[src/rtl/core/cep_pkg.sv]
// ============================================================================
// cep_pkg
// Shared types and constants of the cubic ease servo motion profiler.
// ============================================================================
package cep_pkg;

    localparam int FIELD_JOINTS = 5;
    localparam int ANGLE_W      = 8;
    localparam int MSPD_W       = 8;
    localparam int TOTAL_W      = 16;   // |distance| * ms-per-degree
    localparam int CUBE_W       = 48;   // TOTAL_W cubed
    localparam int NUM_W        = 58;   // cube times 4 * |distance|
    localparam int QUO_W        = 8;
    localparam int CFG_INDEX_W  = 3;
    localparam int MUL_A_W      = 48;
    localparam int MUL_B_W      = 16;

    localparam logic [MSPD_W-1:0] MSPD_RESET = 8'd10;

    typedef enum logic [1:0] {
        ACT_UPDATE  = 2'd0,
        ACT_SET_ALL = 2'd1,
        ACT_SET_ONE = 2'd2,
        ACT_NONE    = 2'd3
    } action_t;

    typedef struct packed {
        logic                 start;
        logic [TOTAL_W-1:0]   total;
        logic [TOTAL_W-1:0]   x;
        logic [ANGLE_W-1:0]   cmag;
    } ease_req_t;

    typedef struct packed {
        logic                 done;
        logic [QUO_W-1:0]     quo;
        logic                 rem_nz;
    } ease_rsp_t;

endpackage

[src/rtl/core/cubic_ease_servo_motion_profiler.sv]
// ============================================================================
// cubic_ease_servo_motion_profiler
// Per-joint cubic ease-in-out motion profiler with one shared ease engine.
// ============================================================================
// A set-joint or no-op request goes from the apply step to the finish step; an
//   update or set-position request walks the joints: a joint at its target is
//   skipped, a finished one snaps, an eased one uses the shared engine (5 multiplies, 8 divide steps).
// Throughput: one request at a time; a stalled result holds the finish step,
//   and the next request is taken once the result register has loaded.
// Reset (aresetn low, synchronous): angles and targets go to HOME_ANGLE,
//   start times to zero, ms-per-degree registers to 10, no result pending.
module cubic_ease_servo_motion_profiler #(
    parameter int JOINTS     = 5,
    parameter int ANGLE_MAX  = 180,
    parameter int TIME_WIDTH = 32,
    parameter int HOME_ANGLE = 90
) (
    input  logic        aclk,
    input  logic        aresetn,
    // request: tdata = now_ms[31:0], target_joint1..5[71:32] (8 each),
    //          joint_select[74:72], joint_angle[82:75], zero pad
    input  logic        s_tvalid,
    output logic        s_tready,
    input  logic [87:0] s_tdata,
    input  logic [1:0]  s_tuser,   // action
    // result: tdata = angle_joint1..5[39:0] (8 each), moving[40], zero pad
    output logic        m_tvalid,
    input  logic        m_tready,
    output logic [47:0] m_tdata,
    // ms-per-degree register writes
    input  logic                            cfg_valid,
    output logic                            cfg_ready,
    input  logic [cep_pkg::CFG_INDEX_W-1:0] cfg_index,
    input  logic [cep_pkg::MSPD_W-1:0]      cfg_data
);

    localparam int ACTIVE = (JOINTS < cep_pkg::FIELD_JOINTS) ? JOINTS : cep_pkg::FIELD_JOINTS;
    localparam int JW     = (JOINTS > 1) ? $clog2(JOINTS) : 1;
    localparam int AW     = cep_pkg::ANGLE_W;

    localparam logic [AW-1:0] HOME  = AW'(HOME_ANGLE);
    localparam logic [AW-1:0] AMAX  = AW'(ANGLE_MAX);
    localparam logic [JW-1:0] JLAST = JW'(ACTIVE - 1);

    typedef enum logic [5:0] {
        S_IDLE   = 6'b000001,
        S_APPLY  = 6'b000010,
        S_LOAD   = 6'b000100,
        S_EVAL   = 6'b001000,
        S_WAIT   = 6'b010000,
        S_FINISH = 6'b100000
    } state_t;

    state_t state_reg;

    // per-joint state
    logic [AW-1:0]         cur_reg   [JOINTS];
    logic [AW-1:0]         tgt_reg   [JOINTS];
    logic [AW-1:0]         begin_reg [JOINTS];
    logic [TIME_WIDTH-1:0] t0_reg    [JOINTS];
    logic [cep_pkg::MSPD_W-1:0] mspd_reg [cep_pkg::FIELD_JOINTS];

    // latched request
    cep_pkg::action_t      act_reg;
    logic [TIME_WIDTH-1:0] now_reg;
    logic [AW-1:0]         new_tgt_reg [cep_pkg::FIELD_JOINTS];
    logic [2:0]            sel_reg;
    logic [AW-1:0]         ang_reg;

    // per-joint work registers
    logic [JW-1:0]              j_reg;
    logic                       neg_reg;
    logic                       lo_reg;
    logic [AW-1:0]              cmag_reg;
    logic [cep_pkg::TOTAL_W-1:0] total_reg;
    logic [TIME_WIDTH-1:0]      e_reg;

    logic                       m_tvalid_reg;
    logic [47:0]                m_tdata_reg;

    cep_pkg::ease_req_t ease_req;
    cep_pkg::ease_rsp_t ease_rsp;

    logic                       snap;
    logic [TIME_WIDTH:0]        e_twice;
    logic [AW:0]                ceil_q;
    logic [AW:0]                eased;
    logic                       sel_ok;
    logic [JW-1:0]              sel_idx;
    logic [AW-1:0]              ang_clamped;
    logic [40:0]                result;

    function automatic logic [AW-1:0] clamp_angle(input logic [AW-1:0] a);
        return (a > AMAX) ? AMAX : a;
    endfunction

    assign s_tready  = (state_reg == S_IDLE);
    assign cfg_ready = 1'b1;
    assign m_tvalid  = m_tvalid_reg;
    assign m_tdata   = m_tdata_reg;

    // done when total is zero or elapsed passes it
    assign snap    = (total_reg == '0) || (e_reg > TIME_WIDTH'(total_reg));
    assign e_twice = {e_reg, 1'b0};

    assign ease_req.start = (state_reg == S_EVAL) && !snap;
    assign ease_req.total = total_reg;
    assign ease_req.x     = (e_twice < (TIME_WIDTH+1)'(total_reg))
                          ? e_reg[cep_pkg::TOTAL_W-1:0]
                          : total_reg - e_reg[cep_pkg::TOTAL_W-1:0];
    assign ease_req.cmag  = cmag_reg;

    cep_ease_unit u_ease (
        .aclk    (aclk),
        .aresetn (aresetn),
        .req     (ease_req),
        .rsp     (ease_rsp)
    );

    // floor toward minus infinity: where the quotient is subtracted, the ceiling is used
    assign ceil_q = {1'b0, ease_rsp.quo} + (AW+1)'(ease_rsp.rem_nz);
    always_comb begin
        if (lo_reg) begin
            eased = neg_reg ? ({1'b0, begin_reg[j_reg]} - ceil_q)
                            : ({1'b0, begin_reg[j_reg]} + {1'b0, ease_rsp.quo});
        end else begin
            eased = neg_reg ? ({1'b0, tgt_reg[j_reg]} + {1'b0, ease_rsp.quo})
                            : ({1'b0, tgt_reg[j_reg]} - ceil_q);
        end
    end

    assign sel_ok      = (sel_reg >= 3'd1) && (sel_reg <= 3'(ACTIVE));
    assign sel_idx     = JW'(sel_reg - 3'd1);
    assign ang_clamped = clamp_angle(ang_reg);

    // pack the result; joints past ACTIVE report zero
    always_comb begin
        result = '0;
        for (int i = 0; i < ACTIVE; i++) begin
            result[i*AW +: AW] = cur_reg[i];
            if (cur_reg[i] != tgt_reg[i]) begin
                result[40] = 1'b1;
            end
        end
    end

    // configuration registers; writes past the list drop
    always_ff @(posedge aclk) begin
        if (!aresetn) begin
            for (int i = 0; i < cep_pkg::FIELD_JOINTS; i++) begin
                mspd_reg[i] <= cep_pkg::MSPD_RESET;
            end
        end else if (cfg_valid && cfg_ready &&
                     cfg_index < cep_pkg::CFG_INDEX_W'(cep_pkg::FIELD_JOINTS)) begin
            mspd_reg[cfg_index] <= cfg_data;
        end
    end

    // capture the request
    always_ff @(posedge aclk) begin
        if (s_tvalid && s_tready) begin
            act_reg <= cep_pkg::action_t'(s_tuser);
            now_reg <= s_tdata[TIME_WIDTH-1:0];
            for (int i = 0; i < cep_pkg::FIELD_JOINTS; i++) begin
                new_tgt_reg[i] <= s_tdata[32 + i*AW +: AW];
            end
            sel_reg <= s_tdata[74:72];
            ang_reg <= s_tdata[82:75];
        end
    end

    // sequencer and joint state
    always_ff @(posedge aclk) begin
        if (!aresetn) begin
            state_reg    <= S_IDLE;
            m_tvalid_reg <= 1'b0;
            j_reg        <= '0;
            for (int i = 0; i < JOINTS; i++) begin
                cur_reg[i]   <= HOME;
                tgt_reg[i]   <= HOME;
                begin_reg[i] <= HOME;
                t0_reg[i]    <= '0;
            end
        end else begin
            // drop the taken result; the finish step drives valid itself
            if (m_tvalid_reg && m_tready && state_reg != S_FINISH) begin
                m_tvalid_reg <= 1'b0;
            end
            unique case (state_reg)
                S_IDLE: begin
                    if (s_tvalid) begin
                        state_reg <= S_APPLY;
                    end
                end
                S_APPLY: begin
                    j_reg <= '0;
                    unique case (act_reg)
                        cep_pkg::ACT_UPDATE: state_reg <= S_LOAD;
                        cep_pkg::ACT_SET_ALL: begin
                            // start a new move for every active joint
                            for (int i = 0; i < ACTIVE; i++) begin
                                t0_reg[i]    <= now_reg;
                                begin_reg[i] <= cur_reg[i];
                                tgt_reg[i]   <= clamp_angle(new_tgt_reg[i]);
                            end
                            state_reg <= S_LOAD;
                        end
                        cep_pkg::ACT_SET_ONE: begin
                            if (sel_ok) begin
                                tgt_reg[sel_idx] <= ang_clamped;
                                cur_reg[sel_idx] <= ang_clamped;
                            end
                            state_reg <= S_FINISH;
                        end
                        default: state_reg <= S_FINISH;
                    endcase
                end
                S_LOAD: begin
                    // skip a joint already at its target
                    if (tgt_reg[j_reg] != cur_reg[j_reg]) begin
                        neg_reg   <= tgt_reg[j_reg] < begin_reg[j_reg];
                        cmag_reg  <= (tgt_reg[j_reg] < begin_reg[j_reg])
                                   ? begin_reg[j_reg] - tgt_reg[j_reg]
                                   : tgt_reg[j_reg] - begin_reg[j_reg];
                        total_reg <= cep_pkg::TOTAL_W'((tgt_reg[j_reg] < begin_reg[j_reg])
                                   ? begin_reg[j_reg] - tgt_reg[j_reg]
                                   : tgt_reg[j_reg] - begin_reg[j_reg])
                                   * cep_pkg::TOTAL_W'(mspd_reg[j_reg]);
                        e_reg     <= now_reg - t0_reg[j_reg];
                        state_reg <= S_EVAL;
                    end else if (j_reg == JLAST) begin
                        state_reg <= S_FINISH;
                    end else begin
                        j_reg <= j_reg + 1'b1;
                    end
                end
                S_EVAL: begin
                    lo_reg <= e_twice < (TIME_WIDTH+1)'(total_reg);
                    if (snap) begin
                        cur_reg[j_reg] <= tgt_reg[j_reg];
                        if (j_reg == JLAST) begin
                            state_reg <= S_FINISH;
                        end else begin
                            j_reg     <= j_reg + 1'b1;
                            state_reg <= S_LOAD;
                        end
                    end else begin
                        state_reg <= S_WAIT;
                    end
                end
                S_WAIT: begin
                    if (ease_rsp.done) begin
                        cur_reg[j_reg] <= eased[AW-1:0];
                        if (j_reg == JLAST) begin
                            state_reg <= S_FINISH;
                        end else begin
                            j_reg     <= j_reg + 1'b1;
                            state_reg <= S_LOAD;
                        end
                    end
                end
                S_FINISH: begin
                    // hold until the output register is free
                    if (!m_tvalid_reg || m_tready) begin
                        m_tdata_reg  <= {7'b0, result};
                        m_tvalid_reg <= 1'b1;
                        state_reg    <= S_IDLE;
                    end
                end
                default: state_reg <= S_IDLE;
            endcase
        end
    end

    a_done_in_wait: assert property (@(posedge aclk) disable iff (!aresetn)
        ease_rsp.done |-> state_reg == S_WAIT)
        else $error("ease result arrived outside the wait step");

    a_result_from_finish: assert property (@(posedge aclk) disable iff (!aresetn)
        $rose(m_tvalid_reg) |-> $past(state_reg == S_FINISH))
        else $error("result raised outside the finish step");

    a_joint_in_range: assert property (@(posedge aclk) disable iff (!aresetn)
        (state_reg == S_LOAD || state_reg == S_EVAL || state_reg == S_WAIT)
            |-> j_reg <= JLAST)
        else $error("joint index past the active joints");

endmodule

[src/rtl/core/cep_ease_unit.sv]
// ============================================================================
// cep_ease_unit
// Shared multiply / restoring-divide engine: floor(4*c*x^3 / T^3).
// ============================================================================
module cep_ease_unit (
    input  logic               aclk,
    input  logic               aresetn,
    input  cep_pkg::ease_req_t req,
    output cep_pkg::ease_rsp_t rsp
);

    typedef enum logic [6:0] {
        E_IDLE = 7'b0000001,
        E_T2   = 7'b0000010,
        E_T3   = 7'b0000100,
        E_X2   = 7'b0001000,
        E_X3   = 7'b0010000,
        E_NUM  = 7'b0100000,
        E_DIV  = 7'b1000000
    } ease_state_t;

    ease_state_t                      state_reg, state_next;
    logic [cep_pkg::TOTAL_W-1:0]      total_reg, x_reg;
    logic [cep_pkg::ANGLE_W-1:0]      cmag_reg;
    logic [cep_pkg::CUBE_W-1:0]       cube_reg, cube_next;
    logic [cep_pkg::NUM_W-1:0]        acc_reg, acc_next;
    logic [cep_pkg::QUO_W-1:0]        quo_reg, quo_next;
    logic [2:0]                       bit_reg, bit_next;
    logic                             done_reg, done_next;

    logic [cep_pkg::MUL_A_W-1:0]      mul_a;
    logic [cep_pkg::MUL_B_W-1:0]      mul_b;
    logic [cep_pkg::MUL_A_W+cep_pkg::MUL_B_W-1:0] product;
    logic [cep_pkg::NUM_W-1:0]        trial;
    logic [cep_pkg::NUM_W:0]          diff;

    // one shared multiplier, operands chosen by step
    always_comb begin
        mul_a = '0;
        mul_b = '0;
        unique case (state_reg)
            E_T2: begin
                mul_a = cep_pkg::MUL_A_W'(total_reg);
                mul_b = total_reg;
            end
            E_T3: begin
                mul_a = cube_reg;
                mul_b = total_reg;
            end
            E_X2: begin
                mul_a = cep_pkg::MUL_A_W'(x_reg);
                mul_b = x_reg;
            end
            E_X3: begin
                mul_a = acc_reg[cep_pkg::MUL_A_W-1:0];
                mul_b = x_reg;
            end
            E_NUM: begin
                mul_a = acc_reg[cep_pkg::MUL_A_W-1:0];
                mul_b = cep_pkg::MUL_B_W'({cmag_reg, 2'b00});
            end
            default: begin
                mul_a = '0;
                mul_b = '0;
            end
        endcase
    end

    assign product = mul_a * mul_b;
    assign trial   = cep_pkg::NUM_W'(cube_reg) << bit_reg;
    assign diff    = {1'b0, acc_reg} - {1'b0, trial};

    always_comb begin
        state_next = state_reg;
        cube_next  = cube_reg;
        acc_next   = acc_reg;
        quo_next   = quo_reg;
        bit_next   = bit_reg;
        done_next  = 1'b0;
        unique case (state_reg)
            E_IDLE: begin
                if (req.start) begin
                    state_next = E_T2;
                end
            end
            E_T2: begin
                cube_next  = product[cep_pkg::CUBE_W-1:0];
                state_next = E_T3;
            end
            E_T3: begin
                cube_next  = product[cep_pkg::CUBE_W-1:0];
                state_next = E_X2;
            end
            E_X2: begin
                acc_next   = cep_pkg::NUM_W'(product[cep_pkg::CUBE_W-1:0]);
                state_next = E_X3;
            end
            E_X3: begin
                acc_next   = cep_pkg::NUM_W'(product[cep_pkg::CUBE_W-1:0]);
                state_next = E_NUM;
            end
            E_NUM: begin
                acc_next   = product[cep_pkg::NUM_W-1:0];
                quo_next   = '0;
                bit_next   = 3'd7;
                state_next = E_DIV;
            end
            E_DIV: begin
                // restoring step: subtract the shifted divisor where it fits
                if (!diff[cep_pkg::NUM_W]) begin
                    acc_next = diff[cep_pkg::NUM_W-1:0];
                end
                quo_next = {quo_reg[cep_pkg::QUO_W-2:0], ~diff[cep_pkg::NUM_W]};
                bit_next = bit_reg - 3'd1;
                if (bit_reg == 3'd0) begin
                    done_next  = 1'b1;
                    state_next = E_IDLE;
                end
            end
            default: state_next = E_IDLE;
        endcase
    end

    always_ff @(posedge aclk) begin
        if (!aresetn) begin
            state_reg <= E_IDLE;
            done_reg  <= 1'b0;
        end else begin
            state_reg <= state_next;
            done_reg  <= done_next;
        end
        cube_reg <= cube_next;
        acc_reg  <= acc_next;
        quo_reg  <= quo_next;
        bit_reg  <= bit_next;
        if (state_reg == E_IDLE && req.start) begin
            total_reg <= req.total;
            x_reg     <= req.x;
            cmag_reg  <= req.cmag;
        end
    end

    assign rsp.done   = done_reg;
    assign rsp.quo    = quo_reg;
    assign rsp.rem_nz = (acc_reg != '0);

    a_done_pulse: assert property (@(posedge aclk) disable iff (!aresetn)
        done_reg |=> !done_reg)
        else $error("ease done held longer than one cycle");

    a_done_from_div: assert property (@(posedge aclk) disable iff (!aresetn)
        $rose(done_reg) |-> $past(state_reg == E_DIV) && $past(bit_reg == 3'd0))
        else $error("ease done without a final divide step");

    a_start_idle: assert property (@(posedge aclk) disable iff (!aresetn)
        req.start |-> state_reg == E_IDLE)
        else $error("ease request while the unit is busy");

endmodule
[config.mk]
export PLATFORM = sky130hd
export DESIGN_NAME = cubic_ease_servo_motion_profiler
export DESIGN_NICKNAME = d
export VERILOG_FILES = /design/src/rtl/core/cep_pkg.sv /design/src/rtl/core/cubic_ease_servo_motion_profiler.sv /design/src/rtl/core/cep_ease_unit.sv
export SDC_FILE = /design/constraint.sdc
export NUM_CORES = 2
export LEC_CHECK = 0
export ABC_CLOCK_PERIOD_IN_PS = 24800
export BUFFER_PORTS_ARGS = -buffer_cell sky130_fd_sc_hd__buf_2
export CELL_PAD_IN_SITES_DETAIL_PLACEMENT = 0
export CELL_PAD_IN_SITES_GLOBAL_PLACEMENT = 1
export CORE_UTILIZATION = 55
export DETAILED_ROUTE_END_ITERATION = 12
export PLACE_DENSITY_LB_ADDON = 0.1
export SYNTH_ARGS = -nofsm -noshare
export SYNTH_HDL_FRONTEND = slang
export SYNTH_SLANG_ARGS = --single-unit
[constraint.sdc]
create_clock -name aclk -period 24.8 [get_ports aclk]
set_input_delay 7.44 -clock aclk [delete_from_list [all_inputs] [get_ports aclk]]
set_output_delay 7.44 -clock aclk [all_outputs]
set_load 0.05 [all_outputs]
Word-level counts from Yosys, hierarchy flattened
Memories as Yosys holds them, arrays and structs flattened. A register that Yosys moved wholly into a read port is not among the register bits. Cells that the tools add are included.

Add/sub/neg operators: 15. Multiply operators: 2. Magnitude comparators: 12. Equal/unequal tests: 32. Shifts and indexed selects: 1. Mux-type cells: 101. Bitwise logic cells: 17. Reductions and logical operators: 35.

Operator list (count): 8-bit 2-to-1 mux (25); 48-bit one-hot mux with 4 select lines (1); 58-bit one-hot mux with 3 select lines (1); 32-bit 2-to-1 mux (5); 58-bit by 58-bit subtractor with 59-bit output (1); 48-bit by 16-bit multiplier with 58-bit output (1); 58-bit 2-to-1 mux (1); 58-bit nonzero test (1); 48-bit by 3-bit << shifter with 58-bit output (1); 3-bit 2-to-1 mux (18); 7-bit one-hot mux with 7 select lines (1); 8-bit > comparator (second input constant) (6); 6-bit 2-to-1 mux (8); 8-bit != test (6); 16-bit one-hot mux with 3 select lines (1); 6-bit one-hot mux with 6 select lines (1); 33-bit by 16-bit < comparator with 1-bit output (1); 32-bit by 16-bit > comparator with 1-bit output (1); 1-bit 2-to-1 mux (32); 16-bit 2-to-1 mux (2); 8-bit OR reduction (4); 32-bit subtractor (1); 8-bit subtractor (4); 8-bit by 8-bit subtractor with 9-bit output (2); other kinds (50) (90).

Bits in registers: 319. Bits in writable memories: 360. Memories: 6.

Memories: t0_reg (depth 5, width 32, read ports 1, clocked after Yosys merged registers in 1, wr ports 5, line cubic_ease_servo_motion_profiler.sv:60) `logic [TIME_WIDTH-1:0] t0_reg [JOINTS];`; begin_reg (depth 5, width 8, read ports 1, clocked after Yosys merged registers in 1, wr ports 5, line cubic_ease_servo_motion_profiler.sv:59) `logic [AW-1:0] begin_reg [JOINTS];`; cur_reg (depth 5, width 8, read ports 6, clocked after Yosys merged registers in 1, wr ports 5, line cubic_ease_servo_motion_profiler.sv:57) `logic [AW-1:0] cur_reg [JOINTS];`; mspd_reg (depth 5, width 8, read ports 1, clocked after Yosys merged registers in 1, wr ports 5, line cubic_ease_servo_motion_profiler.sv:61) `logic [cep_pkg::MSPD_W-1:0] mspd_reg [cep_pkg::FIELD_JOINTS];`; new_tgt_reg (depth 5, width 8, read ports 5, clocked after Yosys merged registers in 0, wr ports 5, line cubic_ease_servo_motion_profiler.sv:66) `logic [AW-1:0] new_tgt_reg [cep_pkg::FIELD_JOINTS];`; tgt_reg (depth 5, width 8, read ports 6, clocked after Yosys merged registers in 1, wr ports 5, line cubic_ease_servo_motion_profiler.sv:58) `logic [AW-1:0] tgt_reg [JOINTS];`.

Longest topological paths before layout
Depth after elaboration: 10. Gate-level depth with buffers: 38. Gate-level depth less buffers: 32.

Hierarchy
A second synthesis with hierarchy kept.

Cells, all modules: 5888. Area total of the unflattened synthesis: 60195.2 um^2.

By module, submodules not included: cep_ease_unit (times used 1, cells each 3734, area each 33890.0 um^2, sequential area each 4874.7 um^2); cubic_ease_servo_motion_profiler (times used 1, cells each 2154, area each 26305.2 um^2, sequential area each 13713.2 um^2).

Worst setup path after synthesis
No wires, ideal clock.

Path type: input-to-reg. Start point: in aresetn. End point: mem cur_reg[6][0] in the netlist's numbering, enable pin. Library setup time: 0.375 ns. Data arrival time: 9.366 ns. Path slack: 15.059 ns. Cell stages on the path: 5. Path buffers: 1. Cell sequence: clkbuf_1 > nor4bb_1 > nand2_1 > nor3_1 > o21bai_1.

RTL lines: from (decl) (line cubic_ease_servo_motion_profiler.sv:19) `input logic aresetn,`; to (decl) (line cubic_ease_servo_motion_profiler.sv:57).

Worst setup path after layout
Start point: reg u_ease.state_reg[6]. End point: reg u_ease.acc_reg[57] in the netlist's numbering (data pin).

Word-level cells in the longest chain between the ends: 5.

Ends and longest elaborated chain: from (decl) (line cep_ease_unit.sv:22) `ease_state_t state_reg, state_next;`; from (signal assigned) (line cep_ease_unit.sv:129) `state_reg <= state_next;`; 7-bit by 5-bit == test with 1-bit output, or another cell as far along (line cep_ease_unit.sv:41, cep_ease_unit.sv:80); 2-bit OR reduction (no line); 48-bit one-hot mux with 4 select lines / 16-bit one-hot mux with 3 select lines (equally long branches) (line cep_ease_unit.sv:41) `unique case (state_reg)`; 48-bit by 16-bit multiplier with 58-bit output (line cep_ease_unit.sv:69) `assign product = mul_a * mul_b;`; 58-bit one-hot mux with 3 select lines (*) (line cep_ease_unit.sv:80) `unique case (state_reg)`; via u_ease.acc_next (one bit) (line cep_ease_unit.sv:26) `logic [cep_pkg::NUM_W-1:0] acc_reg, acc_next;`; to (signal assigned) (line cep_ease_unit.sv:133) `acc_reg <= acc_next;`; to (decl) (line cep_ease_unit.sv:26).

The timed path passes the listed nets; every way through them passes the cells marked *. A chain may end at the register's enable or synchronous reset.

==> results.json <==
{
  "status": "finished, final reports clean",
  "cts_tree": "built",
  "setup.worst_path.start_class": "flip-flop",
  "grt_usage": 0.3168,
  "hold_viol": 0,
  "setup_viol": 0,
  "layout.cells.most_common": "inv_1",
  "ys_ff_latch": 626,
  "setup-tns-final_ns": 0,
  "crit_path_end_kind": "flip-flop",
  "ir_drop_v": 0.0001009,
  "grt_start_max_net_pins": 86,
  "p_leak_nw": 25.68,
  "rsz0062_at_grt": "false",
  "grt.busiest_layer": "met2",
  "portBuffers": 143,
  "cts.sinks": 626,
  "nNetsFinal": 7018,
  "drc": 0,
  "cts.repair.resized": 0,
  "cp_num_buf_inv": 6,
  "slowest_delay_ns": 0.92,
  "cp_common_cell": "fa_1",
  "fin_cells": 7372,
  "grt_remaining_overflow": 0,
  "die_h_microns": 331.8,
  "drt_iter0_markers": 3117,
  "dieWidth_microns": 331.8,
  "holdWs_ns": 0.4205,
  "synth-main-ff-cell": "edfxtp_1",
  "maxCapViolCount": 0,
  "fmax_mhz": 92.91,
  "crit_fanout": 26,
  "gr-usage-met3": 0.03731,
  "cts-buffers-inserted": 68,
  "drt_wl_total_microns": 171300,
  "vias": 43650,
  "critical_path_required_ns": 25.15,
  "final_antenna_net_count": 0,
  "dp_hpwl_microns": 132200,
  "cpMaxStageDelayCell": "nor3_4",
  "met2_usage": 0.5557,
  "avgSynthCellArea_sq_um": 10.21,
  "routabilityCongestion": 0.9335,
  "period_needed_ns": 10.76,
  "start_util": 0.5564,
  "critical-path-top-delay-family": "adder cells",
  "syn_to_final_growth_pct": 7.702,
  "htree_levels": 3,
  "grt_pass1_vias": 45140,
  "syn_area_sq_mm": 0.05981,
  "wl_per_cell_microns": 23.24,
  "final_util": 0.5992,
  "vias_per_cell": 5.921,
  "slew_viol_final": 0,
  "final.fill_count": 9184,
  "post_cts_buffers": 0,
  "synth_edf_count": 605,
  "worst_slew_pin_slew_ns": 1.192,
  "async_reset_ff_frac": 0,
  "grt.met1_usage": 0.3959,
  "antenna_found_initial": 0,
  "cp.arrival_ns": 11.11,
  "ios": 157,
  "powerDensity_mw_per_mm2": 49.81,
  "root_buffer": "clkbuf_16",
  "die_area_sq_mm": 0.1101,
  "synth-seq-area-share": 0.3108,
  "hold_buffers": 0,
  "num_antenna_cells": 0,
  "ys_warn_count": 0,
  "worstSetupPathType": "reg2reg",
  "firstDrtPassIters": 5,
  "clock_path_buffers": 3,
  "drive_gt1_frac": 0.08276,
  "finClkSkew_ns": 0.04158,
  "synth_cell_types": 87,
  "insertion_delay_ns": 0.66,
  "hp-class": "reg2reg",
  "min_period_over_period": 0.4340,
  "dp_cells": 7249,
  "clkTransAtPathRegs_ns": 0.06,
  "grt_pass1_wl_microns": 265100,
  "postLayoutCellArea_sq_mm": 0.06442,
  "synth_cells": 5858,
  "core_sq_mm": 0.1075,
  "maxSlewHeadroom": 0.2025,
  "dpl_cell_area_sq_mm": 0.06200,
  "rows": 120,
  "layout_common_cells": "inv_1, nand2_1, fa_1"
}
## synthesized netlist by cell type, types with 18 or more instances
library cell | n | share of area
a211oi_1 | 22 | 0.0028
a21o_1 | 66 | 0.0083
a21oi_1 | 252 | 0.021
a221oi_1 | 21 | 0.0031
a22o_1 | 63 | 0.0092
a22oi_1 | 50 | 0.0063
a31oi_1 | 29 | 0.0030
and2_1 | 115 | 0.012
and3_1 | 30 | 0.0031
buf_1 | 24 | 0.0015
clkbuf_1 | 211 | 0.013
dfxtp_1 | 21 | 0.0070
edfxtp_1 | 605 | 0.30
fa_1 | 693 | 0.23
ha_1 | 303 | 0.063
inv_1 | 894 | 0.056
mux2_2 | 18 | 0.0034
mux2i_1 | 97 | 0.016
mux4_2 | 90 | 0.034
nand2_1 | 760 | 0.048
nand2b_1 | 70 | 0.0073
nand3_1 | 58 | 0.0049
nand4_1 | 42 | 0.0044
nor2_1 | 443 | 0.028
nor2b_1 | 43 | 0.0045
nor3_1 | 48 | 0.0040
nor4_1 | 37 | 0.0039
o211ai_1 | 19 | 0.0024
o21a_1 | 28 | 0.0035
o21ai_0 | 166 | 0.014
o21bai_1 | 30 | 0.0038
o22ai_1 | 22 | 0.0023
xnor2_1 | 176 | 0.026
xor2_1 | 86 | 0.013
## routing by layer
metal  wire, microns  share of wire
met1           67410           0.39
met2           86390           0.50
met3            9844          0.057
met4            7665          0.045
met5               0              0
## layout make-up
| class | count | area (sq um) | share of cell area |
|---|---|---|---|
| clock buffers | 78 | 1739 | 0.02700 |
| clock inverters | 45 | 680.7 | 0.01057 |
| inverters | 894 | 3357 | 0.05211 |
| multi-input cells | 4107 | 37010 | 0.5745 |
| flip-flops and latches | 626 | 18590 | 0.2886 |
| well taps | 1403 | 1755 | 0.02725 |
| repair buffers | 219 | 1286 | 0.01997 |
## cells by family after synthesis
logic type	Yosys count	share of synthesized area
buf+inv	1155	0.07380
flops	626	0.3108
fa+ha+maj	996	0.2953
mux	207	0.05414
other cells	2	0.0001256
compound gates	897	0.09890
simple gates	1712	0.1283
xor+xnor	263	0.03864
## metrics by stage
step	power, mW	setup WS [ns]
finish	3.209	14.04
global route	3.338	13.66
CTS	3.248	14.09
detailed placement	2.152	14.14
global placement	2.143	14.27
floorplan	1.804	15.06
## worst paths after layout
check / start / slack [ns] / depth (start not counted) / end
max: u_ease.state_reg[6] / 14.04 / 28 / u_ease.acc_reg[57]
min reg2reg: cmag_reg[2] / 0.42 / 0 / u_ease.cmag_reg[2]
min: cmag_reg[2] / 0.42 / 0 / u_ease.cmag_reg[2]
max reg2reg: u_ease.state_reg[6] / 14.04 / 28 / u_ease.acc_reg[57]
## report_power, final
group          internal (mW)  switching, mW  total [mW]
Combinational          0.310          0.555       0.865
Sequential              1.23         0.0177        1.24
Clock                  0.634          0.466        1.10
(Power assumes the default switching activity.)
